<file path="src/hw/rtl/dda_pkg.sv">
// ============================================================================
// dda_pkg
// Shared types and constants of the DDA line rasterizer.
// ============================================================================
package dda_pkg;

   localparam int COORD_IN_W = 8;   // input coordinate width, two's complement
   localparam int COORD_W    = 9;   // internal signed coordinate / delta width
   localparam int LEN_W      = 8;   // major-axis length, 0..255
   localparam int RES_W      = 10;  // signed remainder plus one step
   localparam int PIX_W      = 6;   // output pixel coordinate width
   localparam int COLOR_W    = 32;

   localparam int CLIP_MAX_DEFAULT    = 63;
   localparam int QUEUE_DEPTH_DEFAULT = 2;

   // One classified line, as handed from the front end to the walker.
   typedef struct packed {
      logic signed [COORD_W-1:0] major0;   // start on the major axis
      logic signed [COORD_W-1:0] minor0;   // start on the minor axis
      logic signed [COORD_W-1:0] minor_d;  // minor-axis delta
      logic [LEN_W-1:0]          len;      // |major delta|, also the denominator
      logic                      dir_neg;  // major axis walks downward
      logic                      xmajor;   // horizontal axis is major
      logic [COLOR_W-1:0]        color;
   } dda_line_type;

   typedef enum logic [1:0] {
      WALK_IDLE,
      WALK_RUN,
      WALK_FLUSH
   } dda_state_type;

   typedef struct packed {
      logic idle;
      logic pend_valid;
   } dda_walk_status_type;

   typedef struct packed {
      logic       full;
      logic       empty;
      logic [4:0] count;
   } dda_queue_status_type;

endpackage

</file>
<file path="src/hw/rtl/dda_front.sv">
// ============================================================================
// dda_front
// Accept line items, classify major axis, length and direction, and push
// a descriptor into the line queue. Drop zero-length lines.
// ============================================================================
module dda_front (
   input  logic                                   req_valid,
   output logic                                   req_ready,
   input  logic signed [dda_pkg::COORD_IN_W-1:0]  req_start_x,
   input  logic signed [dda_pkg::COORD_IN_W-1:0]  req_start_y,
   input  logic signed [dda_pkg::COORD_IN_W-1:0]  req_end_x,
   input  logic signed [dda_pkg::COORD_IN_W-1:0]  req_end_y,
   input  logic [dda_pkg::COLOR_W-1:0]            req_pen_color,
   input  logic                                   queue_full,
   output logic                                   push,
   output dda_pkg::dda_line_type                  push_data
);

   logic signed [dda_pkg::COORD_W-1:0] x0, y0, x1, y1;
   logic signed [dda_pkg::COORD_W-1:0] dx, dy;
   logic [dda_pkg::COORD_W-1:0]        adx, ady;
   logic                               xmajor;

   always_comb begin
      x0 = {req_start_x[dda_pkg::COORD_IN_W-1], req_start_x};
      y0 = {req_start_y[dda_pkg::COORD_IN_W-1], req_start_y};
      x1 = {req_end_x[dda_pkg::COORD_IN_W-1], req_end_x};
      y1 = {req_end_y[dda_pkg::COORD_IN_W-1], req_end_y};
      dx = x1 - x0;
      dy = y1 - y0;
      adx = dx[dda_pkg::COORD_W-1] ? $unsigned(-dx) : $unsigned(dx);
      ady = dy[dda_pkg::COORD_W-1] ? $unsigned(-dy) : $unsigned(dy);
      xmajor = (adx >= ady);

      push_data.major0  = xmajor ? x0 : y0;
      push_data.minor0  = xmajor ? y0 : x0;
      push_data.minor_d = xmajor ? dy : dx;
      push_data.len     = xmajor ? adx[dda_pkg::LEN_W-1:0] : ady[dda_pkg::LEN_W-1:0];
      push_data.dir_neg = xmajor ? dx[dda_pkg::COORD_W-1] : dy[dda_pkg::COORD_W-1];
      push_data.xmajor  = xmajor;
      push_data.color   = req_pen_color;
   end

   assign req_ready = !queue_full;
   // a zero-length line produces no pixel: accept it and drop it here
   assign push = req_valid && !queue_full && (push_data.len != '0);

endmodule

</file>
<file path="src/hw/rtl/dda_queue.sv">
// ============================================================================
// dda_queue
// Short FIFO of classified lines between the front end and the walker.
// ============================================================================
module dda_queue #(
   parameter int DEPTH = dda_pkg::QUEUE_DEPTH_DEFAULT
) (
   input  logic                          clock,
   input  logic                          reset,
   input  logic                          push,
   input  dda_pkg::dda_line_type         push_data,
   input  logic                          pop,
   output dda_pkg::dda_line_type         pop_data,
   output dda_pkg::dda_queue_status_type status
);

   localparam int PTR_W = $clog2(DEPTH);
   localparam int CNT_W = $clog2(DEPTH + 1);

   dda_pkg::dda_line_type mem [DEPTH];
   logic [PTR_W-1:0] wr_ptr_ff, wr_ptr_in;
   logic [PTR_W-1:0] rd_ptr_ff, rd_ptr_in;
   logic [CNT_W-1:0] count_ff, count_in;
   logic             do_push, do_pop;

   always_comb begin
      do_push   = push && (count_ff != CNT_W'(DEPTH));
      do_pop    = pop && (count_ff != '0);
      wr_ptr_in = wr_ptr_ff;
      rd_ptr_in = rd_ptr_ff;
      if (do_push) begin
         wr_ptr_in = (wr_ptr_ff == PTR_W'(DEPTH - 1)) ? '0 : wr_ptr_ff + 1'b1;
      end
      if (do_pop) begin
         rd_ptr_in = (rd_ptr_ff == PTR_W'(DEPTH - 1)) ? '0 : rd_ptr_ff + 1'b1;
      end
      count_in = count_ff + CNT_W'(do_push) - CNT_W'(do_pop);
   end

   always_ff @(posedge clock) begin
      if (reset) begin
         wr_ptr_ff <= '0;
         rd_ptr_ff <= '0;
         count_ff  <= '0;
      end else begin
         wr_ptr_ff <= wr_ptr_in;
         rd_ptr_ff <= rd_ptr_in;
         count_ff  <= count_in;
      end
   end

   always_ff @(posedge clock) begin
      if (do_push) begin
         mem[wr_ptr_ff] <= push_data;
      end
   end

   assign pop_data     = mem[rd_ptr_ff];
   assign status.full  = (count_ff == CNT_W'(DEPTH));
   assign status.empty = (count_ff == '0);
   assign status.count = 5'(count_ff);

endmodule

</file>
<file path="src/hw/rtl/dda_walk.sv">
// ============================================================================
// dda_walk
// Step one line along its major axis with an exact remainder accumulator,
// clip each pixel, and hold one pixel back so the last one can be flagged.
// ============================================================================
module dda_walk #(
   parameter int CLIP_MAX = dda_pkg::CLIP_MAX_DEFAULT
) (
   input  logic                              clock,
   input  logic                              reset,
   input  logic                              line_valid,
   input  dda_pkg::dda_line_type             line_data,
   output logic                              line_pop,
   output logic                              rsp_valid,
   input  logic                              rsp_ready,
   output logic [dda_pkg::PIX_W-1:0]         rsp_pixel_x,
   output logic [dda_pkg::PIX_W-1:0]         rsp_pixel_y,
   output logic [dda_pkg::COLOR_W-1:0]       rsp_pixel_color,
   output logic                              rsp_last_pixel,
   output dda_pkg::dda_walk_status_type      status
);

   localparam int CW = dda_pkg::COORD_W;
   localparam int RW = dda_pkg::RES_W;
   localparam int LW = dda_pkg::LEN_W;
   localparam int PW = dda_pkg::PIX_W;
   localparam logic [CW-1:0] CLIP_LIM = CW'(CLIP_MAX);

   dda_pkg::dda_state_type state_ff, state_in;

   logic signed [CW-1:0] major_ff, major_in;
   logic signed [CW-1:0] quo_ff, quo_in;
   logic signed [RW-1:0] res_ff, res_in;
   logic [LW-1:0]        cnt_ff, cnt_in;
   logic signed [CW-1:0] dm_ff, dm_in;
   logic [LW-1:0]        den_ff, den_in;
   logic                 dir_neg_ff, dir_neg_in;
   logic                 xmajor_ff, xmajor_in;
   logic [dda_pkg::COLOR_W-1:0] color_ff, color_in;

   logic          pend_valid_ff, pend_valid_in;
   logic [PW-1:0] pend_x_ff, pend_x_in;
   logic [PW-1:0] pend_y_ff, pend_y_in;

   logic          out_valid_ff, out_valid_in;
   logic [PW-1:0] out_x_ff, out_x_in;
   logic [PW-1:0] out_y_ff, out_y_in;
   logic [dda_pkg::COLOR_W-1:0] out_color_ff, out_color_in;
   logic          out_last_ff, out_last_in;

   logic signed [CW-1:0] minor_cur, px_cur, py_cur;
   logic signed [RW-1:0] res_sum, den_ext;
   logic                 in_clip, out_free, need_out;

   always_comb begin
      // floor quotient plus remainder gives truncation toward zero
      minor_cur = quo_ff + ((quo_ff[CW-1] && (res_ff != '0)) ? CW'(1) : CW'(0));
      px_cur    = xmajor_ff ? major_ff : minor_cur;
      py_cur    = xmajor_ff ? minor_cur : major_ff;
      in_clip   = !px_cur[CW-1] && !py_cur[CW-1] &&
                  ($unsigned(px_cur) <= CLIP_LIM) && ($unsigned(py_cur) <= CLIP_LIM);
      out_free  = !out_valid_ff || rsp_ready;
      need_out  = in_clip && pend_valid_ff;
      res_sum   = res_ff + {dm_ff[CW-1], dm_ff};
      den_ext   = $signed({{(RW-LW){1'b0}}, den_ff});

      state_in      = state_ff;
      major_in      = major_ff;
      quo_in        = quo_ff;
      res_in        = res_ff;
      cnt_in        = cnt_ff;
      dm_in         = dm_ff;
      den_in        = den_ff;
      dir_neg_in    = dir_neg_ff;
      xmajor_in     = xmajor_ff;
      color_in      = color_ff;
      pend_valid_in = pend_valid_ff;
      pend_x_in     = pend_x_ff;
      pend_y_in     = pend_y_ff;
      out_valid_in  = out_valid_ff && !rsp_ready;
      out_x_in      = out_x_ff;
      out_y_in      = out_y_ff;
      out_color_in  = out_color_ff;
      out_last_in   = out_last_ff;
      line_pop      = 1'b0;

      unique case (state_ff)
         dda_pkg::WALK_IDLE: begin
            if (line_valid) begin
               line_pop   = 1'b1;
               major_in   = line_data.major0;
               quo_in     = line_data.minor0;
               res_in     = '0;
               cnt_in     = line_data.len;
               dm_in      = line_data.minor_d;
               den_in     = line_data.len;
               dir_neg_in = line_data.dir_neg;
               xmajor_in  = line_data.xmajor;
               color_in   = line_data.color;
               state_in   = dda_pkg::WALK_RUN;
            end
         end
         dda_pkg::WALK_RUN: begin
            // hold the walk while a held pixel cannot move to the output
            if (!need_out || out_free) begin
               if (need_out) begin
                  out_valid_in = 1'b1;
                  out_x_in     = pend_x_ff;
                  out_y_in     = pend_y_ff;
                  out_color_in = color_ff;
                  out_last_in  = 1'b0;
               end
               if (in_clip) begin
                  pend_valid_in = 1'b1;
                  pend_x_in     = px_cur[PW-1:0];
                  pend_y_in     = py_cur[PW-1:0];
               end
               major_in = dir_neg_ff ? major_ff - CW'(1) : major_ff + CW'(1);
               if (res_sum >= den_ext) begin
                  res_in = res_sum - den_ext;
                  quo_in = quo_ff + CW'(1);
               end else if (res_sum[RW-1]) begin
                  res_in = res_sum + den_ext;
                  quo_in = quo_ff - CW'(1);
               end else begin
                  res_in = res_sum;
               end
               cnt_in = cnt_ff - 1'b1;
               if (cnt_ff == LW'(1)) begin
                  state_in = dda_pkg::WALK_FLUSH;
               end
            end
         end
         dda_pkg::WALK_FLUSH: begin
            if (!pend_valid_ff) begin
               state_in = dda_pkg::WALK_IDLE;
            end else if (out_free) begin
               out_valid_in  = 1'b1;
               out_x_in      = pend_x_ff;
               out_y_in      = pend_y_ff;
               out_color_in  = color_ff;
               out_last_in   = 1'b1;
               pend_valid_in = 1'b0;
               state_in      = dda_pkg::WALK_IDLE;
            end
         end
         default: begin
            state_in = dda_pkg::WALK_IDLE;
         end
      endcase
   end

   always_ff @(posedge clock) begin
      if (reset) begin
         state_ff <= dda_pkg::WALK_IDLE;
      end else begin
         state_ff <= state_in;
      end
   end

   always_ff @(posedge clock) begin
      if (reset) begin
         pend_valid_ff <= 1'b0;
         out_valid_ff  <= 1'b0;
      end else begin
         pend_valid_ff <= pend_valid_in;
         out_valid_ff  <= out_valid_in;
      end
   end

   always_ff @(posedge clock) begin
      major_ff     <= major_in;
      quo_ff       <= quo_in;
      res_ff       <= res_in;
      cnt_ff       <= cnt_in;
      dm_ff        <= dm_in;
      den_ff       <= den_in;
      dir_neg_ff   <= dir_neg_in;
      xmajor_ff    <= xmajor_in;
      color_ff     <= color_in;
      pend_x_ff    <= pend_x_in;
      pend_y_ff    <= pend_y_in;
      out_x_ff     <= out_x_in;
      out_y_ff     <= out_y_in;
      out_color_ff <= out_color_in;
      out_last_ff  <= out_last_in;
   end

   assign rsp_valid         = out_valid_ff;
   assign rsp_pixel_x       = out_x_ff;
   assign rsp_pixel_y       = out_y_ff;
   assign rsp_pixel_color   = out_color_ff;
   assign rsp_last_pixel    = out_last_ff;
   assign status.idle       = (state_ff == dda_pkg::WALK_IDLE);
   assign status.pend_valid = pend_valid_ff;

endmodule

</file>
<file path="src/hw/rtl/dda_line_rasterizer.sv">
// ============================================================================
// dda_line_rasterizer
// Clipped line rasterizer: one line item in, one item per visible pixel out.
// ============================================================================
//
//   channel  dir  handshake           payload
//   req      in   req_valid/ready     start_x, start_y, end_x, end_y, pen_color
//   rsp      out  rsp_valid/ready     pixel_x, pixel_y, pixel_color, last_pixel
//
// A line of L major-axis steps keeps the walker busy through one load, one
// step per pixel position and one flush of the held pixel, all in the
// walker's single step loop; a stalled output can hold the walker longer.
// Zero-length lines are accepted and dropped and never reach the walker.
// Up to QUEUE_DEPTH classified lines wait between the front end and walker.
// Reset is synchronous and clears the queue and all valids.
// A stalled output holds the walker only when a visible pixel is due while one is held, or at the flush.
//
// The minor coordinate uses an exact floor quotient and remainder, stepped
// by the minor delta each pixel; truncation toward zero is recovered by
// adding one when the quotient is negative and the remainder nonzero.
// The last visible pixel is known only at the end of the walk, so hold one
// pixel back and flag it when the walk finishes.
module dda_line_rasterizer #(
   parameter int CLIP_MAX    = dda_pkg::CLIP_MAX_DEFAULT,    // 1..63
   parameter int QUEUE_DEPTH = dda_pkg::QUEUE_DEPTH_DEFAULT  // 2..16
) (
   input  logic                                  clock,
   input  logic                                  reset,
   input  logic                                  req_valid,
   output logic                                  req_ready,
   input  logic signed [dda_pkg::COORD_IN_W-1:0] req_start_x,
   input  logic signed [dda_pkg::COORD_IN_W-1:0] req_start_y,
   input  logic signed [dda_pkg::COORD_IN_W-1:0] req_end_x,
   input  logic signed [dda_pkg::COORD_IN_W-1:0] req_end_y,
   input  logic [dda_pkg::COLOR_W-1:0]           req_pen_color,
   output logic                                  rsp_valid,
   input  logic                                  rsp_ready,
   output logic [dda_pkg::PIX_W-1:0]             rsp_pixel_x,
   output logic [dda_pkg::PIX_W-1:0]             rsp_pixel_y,
   output logic [dda_pkg::COLOR_W-1:0]           rsp_pixel_color,
   output logic                                  rsp_last_pixel
);

   logic                          push, pop;
   dda_pkg::dda_line_type         push_data, pop_data;
   dda_pkg::dda_queue_status_type q_status;
   dda_pkg::dda_walk_status_type  w_status;

   // classify and drop zero-length lines
   dda_front u_front (
      .req_valid     (req_valid),
      .req_ready     (req_ready),
      .req_start_x   (req_start_x),
      .req_start_y   (req_start_y),
      .req_end_x     (req_end_x),
      .req_end_y     (req_end_y),
      .req_pen_color (req_pen_color),
      .queue_full    (q_status.full),
      .push          (push),
      .push_data     (push_data)
   );

   // decouple intake from the walk
   dda_queue #(
      .DEPTH (QUEUE_DEPTH)
   ) u_queue (
      .clock     (clock),
      .reset     (reset),
      .push      (push),
      .push_data (push_data),
      .pop       (pop),
      .pop_data  (pop_data),
      .status    (q_status)
   );

   // walk, clip and emit pixels
   dda_walk #(
      .CLIP_MAX (CLIP_MAX)
   ) u_walk (
      .clock           (clock),
      .reset           (reset),
      .line_valid      (!q_status.empty),
      .line_data       (pop_data),
      .line_pop        (pop),
      .rsp_valid       (rsp_valid),
      .rsp_ready       (rsp_ready),
      .rsp_pixel_x     (rsp_pixel_x),
      .rsp_pixel_y     (rsp_pixel_y),
      .rsp_pixel_color (rsp_pixel_color),
      .rsp_last_pixel  (rsp_last_pixel),
      .status          (w_status)
   );

   // an idle walker never holds a pixel back
   a_idle_no_pend: assert property (@(posedge clock) disable iff (reset)
      w_status.idle |-> !w_status.pend_valid)
      else $error("walker idle with a held pixel");

   // a full queue must stall the input
   a_full_stall: assert property (@(posedge clock) disable iff (reset)
      q_status.full |-> !req_ready)
      else $error("input ready while line queue full");

   // a pop only happens from a nonempty queue into an idle walker
   a_pop_idle: assert property (@(posedge clock) disable iff (reset)
      pop |-> (w_status.idle && !q_status.empty))
      else $error("line popped while walker busy or queue empty");

   // an accepted line with nonzero length and no pop lands in the queue next cycle
   a_push_count: assert property (@(posedge clock) disable iff (reset)
      (push && !pop) |=> (q_status.count == $past(q_status.count) + 5'd1))
      else $error("queue count did not grow on push");

endmodule

</file>
<file path="config.mk">
export PLATFORM = sky130hd
export DESIGN_NAME = dda_line_rasterizer
export DESIGN_NICKNAME = d
export VERILOG_FILES = /design/src/hw/rtl/dda_pkg.sv /design/src/hw/rtl/dda_front.sv /design/src/hw/rtl/dda_queue.sv /design/src/hw/rtl/dda_walk.sv /design/src/hw/rtl/dda_line_rasterizer.sv
export SDC_FILE = /design/constraint.sdc
export NUM_CORES = 1
export LEC_CHECK = 0
export ABC_AREA = 1
export BUFFER_PORTS_ARGS = -buffer_cell sky130_fd_sc_hd__buf_2
export CAP_MARGIN = 20
export CELL_PAD_IN_SITES_DETAIL_PLACEMENT = 1
export CELL_PAD_IN_SITES_GLOBAL_PLACEMENT = 1
export CORE_ASPECT_RATIO = 1.75
export CORE_UTILIZATION = 35
export CTS_CLUSTER_DIAMETER = 50
export DETAILED_ROUTE_END_ITERATION = 12
export PLACE_DENSITY = 0.72
export REMOVE_ABC_BUFFERS = 1
export SLEW_MARGIN = 20
export SYNTH_ARGS = -nofsm -noshare
export SYNTH_HDL_FRONTEND = slang
export SYNTH_SLANG_ARGS = --single-unit
</file>
<file path="constraint.sdc">
create_clock -name clock -period 12 [get_ports clock]
set_clock_uncertainty 0.05 [all_clocks]
set_input_delay 3.6 -clock clock [delete_from_list [all_inputs] [get_ports clock]]
set_output_delay 3.6 -clock clock [all_outputs]
set_load 0.01 [all_outputs]
</file>
-- Yosys cells after proc, flatten, opt, wreduce, memory -nomap -nowiden
Memories as Yosys holds them, arrays and structs flattened. A register that Yosys moved wholly into a read port is not among the register bits.
Index checks and enable logic that the tools add are counted.
- add/sub/neg operators: 17
- magnitude comparators: 4
- eq/ne operators: 14
- multiplexer cells: 71
- bitwise operators: 1
- reductions and logical operators: 32
- operators with widths (kind ; count):
    2-to-1 mux 32 bit ; 4
    2-to-1 mux 9 bit ; 14
    case mux 32 bit (2 select lines) ; 1
    2-to-1 mux 6 bit ; 8
    2-to-1 mux 10 bit ; 4
    case mux 9 bit (2 select lines) ; 2
    2-to-1 mux 8 bit ; 3
    case mux 6 bit (2 select lines) ; 2
    2-to-1 mux 1 bit ; 22
    case mux 10 bit (2 select lines) ; 1
    adder 9 x 2 -> 9 bit, second input constant ; 2
    <= comparator 9 x 6 -> 1 bit, second input constant ; 2
    negation 9 bit ; 2
    subtractor 8 x 8 -> 9 bit ; 2
    subtractor 9 x 2 -> 9 bit, second input constant ; 2
    case mux 8 bit (2 select lines) ; 1
    != test 2 x 1 -> 1 bit, second input constant ; 6
    adder 10 bit ; 1
    adder 10 x 9 -> 10 bit ; 1
    greater-or-equal comparator 10 x 9 -> 1 bit ; 1
    logical AND 1 bit ; 10
    2-to-1 mux 2 bit ; 5
    nonzero test 10 bit ; 1
    subtractor 10 x 9 -> 10 bit ; 1
    other kinds (24) ; 41
- register bits after elaboration: 152
- RAM bits: 138
- input port bits: 68
- output and inout bits: 47
- memories: 1
- memories (memory ; depth ; bits a word ; read ports ; clocked after memory_dff ; write ports ; RTL line ; RTL):
    u_queue.mem ; 2 ; 69 ; 1 ; 1 ; 1 ; dda_queue.sv:20 ; dda_pkg::dda_line_type mem [DEPTH];

-- Logic depth before layout (Yosys ltp)
- depth in word-level cells: 14
- depth in mapped cells: 31
- mapped depth without buffers: 31

-- Hierarchy
A second synthesis with hierarchy kept.
- cells, all modules: 1467
- area total of the unflattened synthesis: 15349.7 µm²
- by module, submodules not included (module ; instances ; cells an instance ; area an instance (µm²)):
    dda_walk ; 1 ; 760 ; 7693.6
    dda_queue ; 1 ; 258 ; 5298.8
    dda_front ; 1 ; 448 ; 2353.5
    dda_line_rasterizer ; 1 ; 1 ; 3.8

-- Worst setup path before layout
Ideal clock, no wire load.
- path type: input to register
- start point: input rsp_ready
- end point: register u_walk.out_last_ff, in the netlist u_walk.rsp_last_pixel (enable)
- arrival: 10.834 ns
- data required time: 11.261 ns
- setup slack: 0.427 ns
- stages: 4
- buffers on the path: 0
- path through: nor2_1 > inv_1 > nor2_1 > a2111oi_0
- word-level cells in the longest chain between the ends: 4
- ends and longest elaborated chain (element ; RTL line ; RTL):
    start, declared ; dda_line_rasterizer.sv:37 ; input logic rsp_ready,
    logical OR 1 bit (*) ; dda_walk.sv:62 ; out_free = !out_valid_ff || rsp_ready;
    logical OR 1 bit ; dda_walk.sv:105 ; if (!need_out || out_free) begin
    != test 2 x 1 -> 1 bit (no line) ; -- ;
    AND reduction 5 bit (no line) (*) ; -- ;
    end signal, assigned ; dda_walk.sv:186 ; out_last_ff <= out_last_in;
    end, declared ; dda_walk.sv:49 ; logic out_last_ff, out_last_in;
Mark *: on every way between the ends. The rest lies on a longest branch, timed or not.
A chain may end at the register's enable or synchronous reset.

-- Worst setup path in the final report
- start point: input req_start_y[0] (netlist name)
- end point: memory u_queue.mem[1][50] (netlist name) (enable)
- word-level cells in the longest chain between the ends: 10
- ends and longest elaborated chain (element ; RTL line ; RTL):
    start, declared ; dda_line_rasterizer.sv:32 ; input logic signed [dda_pkg::COORD_IN_W-1:0] req_start_y,
    subtractor 8 x 8 -> 9 bit (*) ; dda_front.sv:30 ; dy = y1 - y0;
    negation 9 bit ; dda_front.sv:32 ; ady = dy[dda_pkg::COORD_W-1] ? $unsigned(-dy) : $unsigned(dy);
    2-to-1 mux 9 bit (*) ; dda_front.sv:32 ;
    greater-or-equal comparator 9 bit ; dda_front.sv:33 ; xmajor = (adx >= ady);
    2-to-1 mux 8 bit (*) ; dda_front.sv:38 ; push_data.len = xmajor ? adx[dda_pkg::LEN_W-1:0] : ady[dda_pkg::LEN_W-1:0];
    nonzero test 8 bit (*) ; dda_front.sv:46 ; assign push = req_valid && !queue_full && (push_data.len != '0);
    logical AND 1 bit (*) ; dda_front.sv:46 ;
    logical AND 1 bit (*) ; dda_queue.sv:27 ; do_push = push && (count_ff != CNT_W'(DEPTH));
    2-to-1 mux 1 bit (*) ; dda_queue.sv:53 ; if (do_push) begin
    2-to-1 mux 1 bit (not written as such) (*) ; dda_queue.sv:54 ; mem[wr_ptr_ff] <= push_data;
    end, declared ; dda_queue.sv:20 ;
Marked as above.

==> results.ini <==
[outcome]
status=completed

[critical_path]
rr_startpoint=u_walk.res_ff[2]
crit_path_max_fanout=58
rr_endpoint=u_walk.quo_ff[8]
critPathSlowestCell=buf_4
criticalPathCategory=in2reg
slowest_delay_ns=0.66
critical_path.top_delay_family=buffers and inverters
worstSetupEndpointType=flip-flop
worst-r2r-cell-count=30
cp.arrival_ns=8.53
crit_required_ns=12.12
path_buf_inv=8
start_kind=input port
reg2reg_slack_ns=6.45

[place]
place_inst=2037
io_buffers=114
preCtsSetupSlack_ns=2.98
dp_hpwl_microns=27100
place_area_sq_mm=0.0155
place.gp.congestion=0.881

[synth]
synth_top_area_cell=edfxtp_1
ys_async_sr_fraction=0
synthesis.area_sq_mm=0.0143
seq_area_frac_synth=0.595
yosysTopAreaCellShare=0.583
avgSynthCellArea_sq_um=10.2
ys_types=48
yosys-top-cells-area=edfxtp_1 58%, nand2_1 11%, ha_1 6.5%
ys_warn_count=0
netlist_instances=1406
synth.most_common_cell=nand2_1
ys.flop_type=edfxtp_1
synth_seq_cells=287
synthTopCellsByCount=423 x nand2_1, 278 x edfxtp_1, 153 x inv_1
synth_enable_flop_cells=278

[floorplan]
core-area_sq_mm=0.0402
row_count=97
initial_core_util=0.357
die_y_microns=270
die_area_sq_mm=0.0418
ios=115
dieWidth_microns=155

[min_path]
holdPathEnd=u_walk.rsp_pixel_color[11]
hp-class=reg2reg
worstHoldStart=u_walk.color_ff[11]
worstHoldPathCells=0

[cts]
worstSkewPairLatency_ns=0.59
cts_tree=built
cts.htree.levels=1
cts_resized=0
clkSinkCount=287
cts_hold_buf=0
clk_pin_slew_ns=0.06
cts_buffer_depth=3
numCtsBuffers=28
post_cts_buffers=0
cts_root_buffer=clkbuf_16

[detailed_routing]
route.detailed.drc=0
viasPerCell=4.82
vias=10100
avgRoutedWirePerCell_microns=17.1
drt_iter0_markers=353
dr.pass1.iters=4
ant_nets=0
drt_wl_total_microns=35700

[timing]
finalHoldViolCount=0
period_share=0.701
clock.fmax_mhz=119
rsz0062_at_grt=no
layout_setup_ws_ns=3.59
maxSlewViolCount=0
worstMarginPinSlew_ns=1.07
relSlewSlack=0.287
fin_setup_tns_ns=0
fin_crit_ns=8.41
final-setup-viol-count=0

[layout]
nets=1673
fin_area_sq_mm=0.0163
final_cells=2088
drive_gt1_frac=0.140
area_growth_syn_to_layout_pct=14.0

[global_route]
grt_max_degree=68
antenna_found_initial=2
overflow=0
grt_pass1_wl_microns=56900
track_usage=0.174
grt_pass1_vias=11000

[run]
max_cap_viol_count=0

==> layer usage <==
metal,track usage,up-vias,part of all wire
li1,-,4977,-
met1,0.175,4897,0.37
met2,0.357,134,0.58
met3,0.0164,57,0.021
met4,0.0657,0,0.030
met5,0,-,0
==> cell families after synthesis <==
family / Yosys count / share of synthesized area
and+or+nand+nor: 613 / 0.180
adders and majority gates: 82 / 0.0753
AOI/OAI and AO/OA: 192 / 0.0729
DFF: 287 / 0.595
xor gates and xnor gates: 34 / 0.0208
buffers and inverters: 198 / 0.0560
==> area by class of cell <==
type	instances	area, sq um
clock inverters	13	111
diodes	2	5.00
flip-flops and latches	287	8530
clock buffers	36	731
inverters	161	609
repair buffers	124	646
multi-input cells	921	5020
fillers	4596	23800
well taps	544	681
==> registers in the layout, summed over array words and instances, names as in the netlist, named ones only <==
| signal | flops |
|---|---|
| u_queue.count_ff | 2 |
| u_walk.pend_y_ff | 6 |
| u_walk.rsp_valid | 1 |
| u_walk.quo_ff | 9 |
| u_walk.color_ff | 32 |
| u_walk.rsp_pixel_color | 32 |
| u_walk.xmajor_ff | 1 |
| u_walk.res_ff | 10 |
| u_walk.dir_neg_ff | 1 |
| u_queue.wr_ptr_ff | 1 |
| u_walk.rsp_pixel_y | 6 |
| u_walk.state_ff | 2 |
| u_walk.dm_ff | 9 |
| u_queue.mem | 134 |
| u_walk.major_ff | 9 |
| u_walk.pend_x_ff | 6 |
| u_walk.cnt_ff | 8 |
| u_walk.pend_valid_ff | 1 |
| u_walk.rsp_pixel_x | 6 |
| u_walk.rsp_last_pixel | 1 |
| u_walk.den_ff | 8 |
| u_queue.rd_ptr_ff | 1 |
==> how the worst max path moves through the flow <==
stage,startpoint,endpoint,slack [ns],depth (start not counted)
floorplan,rsp_ready,u_walk.rsp_last_pixel,0.41,4
global placement,req_end_y[0],u_queue.mem[1][11],3.15,30
detailed placement,req_end_y[0],u_queue.mem[1][7],2.98,30
CTS,req_end_y[0],u_queue.mem[1][52],3.56,30
global route,req_start_y[0],u_queue.mem[1][51],3.10,28
finish,req_start_y[0],u_queue.mem[1][50],3.59,28
==> metrics by stage <==
stage,utilization,hold WS [ns]
floorplan,-,0.350
global placement,0.385,0.351
detailed placement,0.385,0.356
CTS,0.406,0.371
global route,0.407,0.379
finish,0.407,0.367
==> cell usage in the layout (no fill, tap or decap), types with 10 or more instances in the layout <==
cell,instances
xor2_1,23
clkbuf_16,28
edfxtp_1,278
xnor2_1,11
o21ai_0,91
nor2_1,61
buf_4,10
ha_1,75
buf_2,114
nand2_1,423
inv_1,151
nand4_1,16
a21oi_1,64
nand3_1,60
nand2_2,19
Power is not shown: default switching activity piles up to over one toggle a cycle in this logic, so the estimate is an artifact.
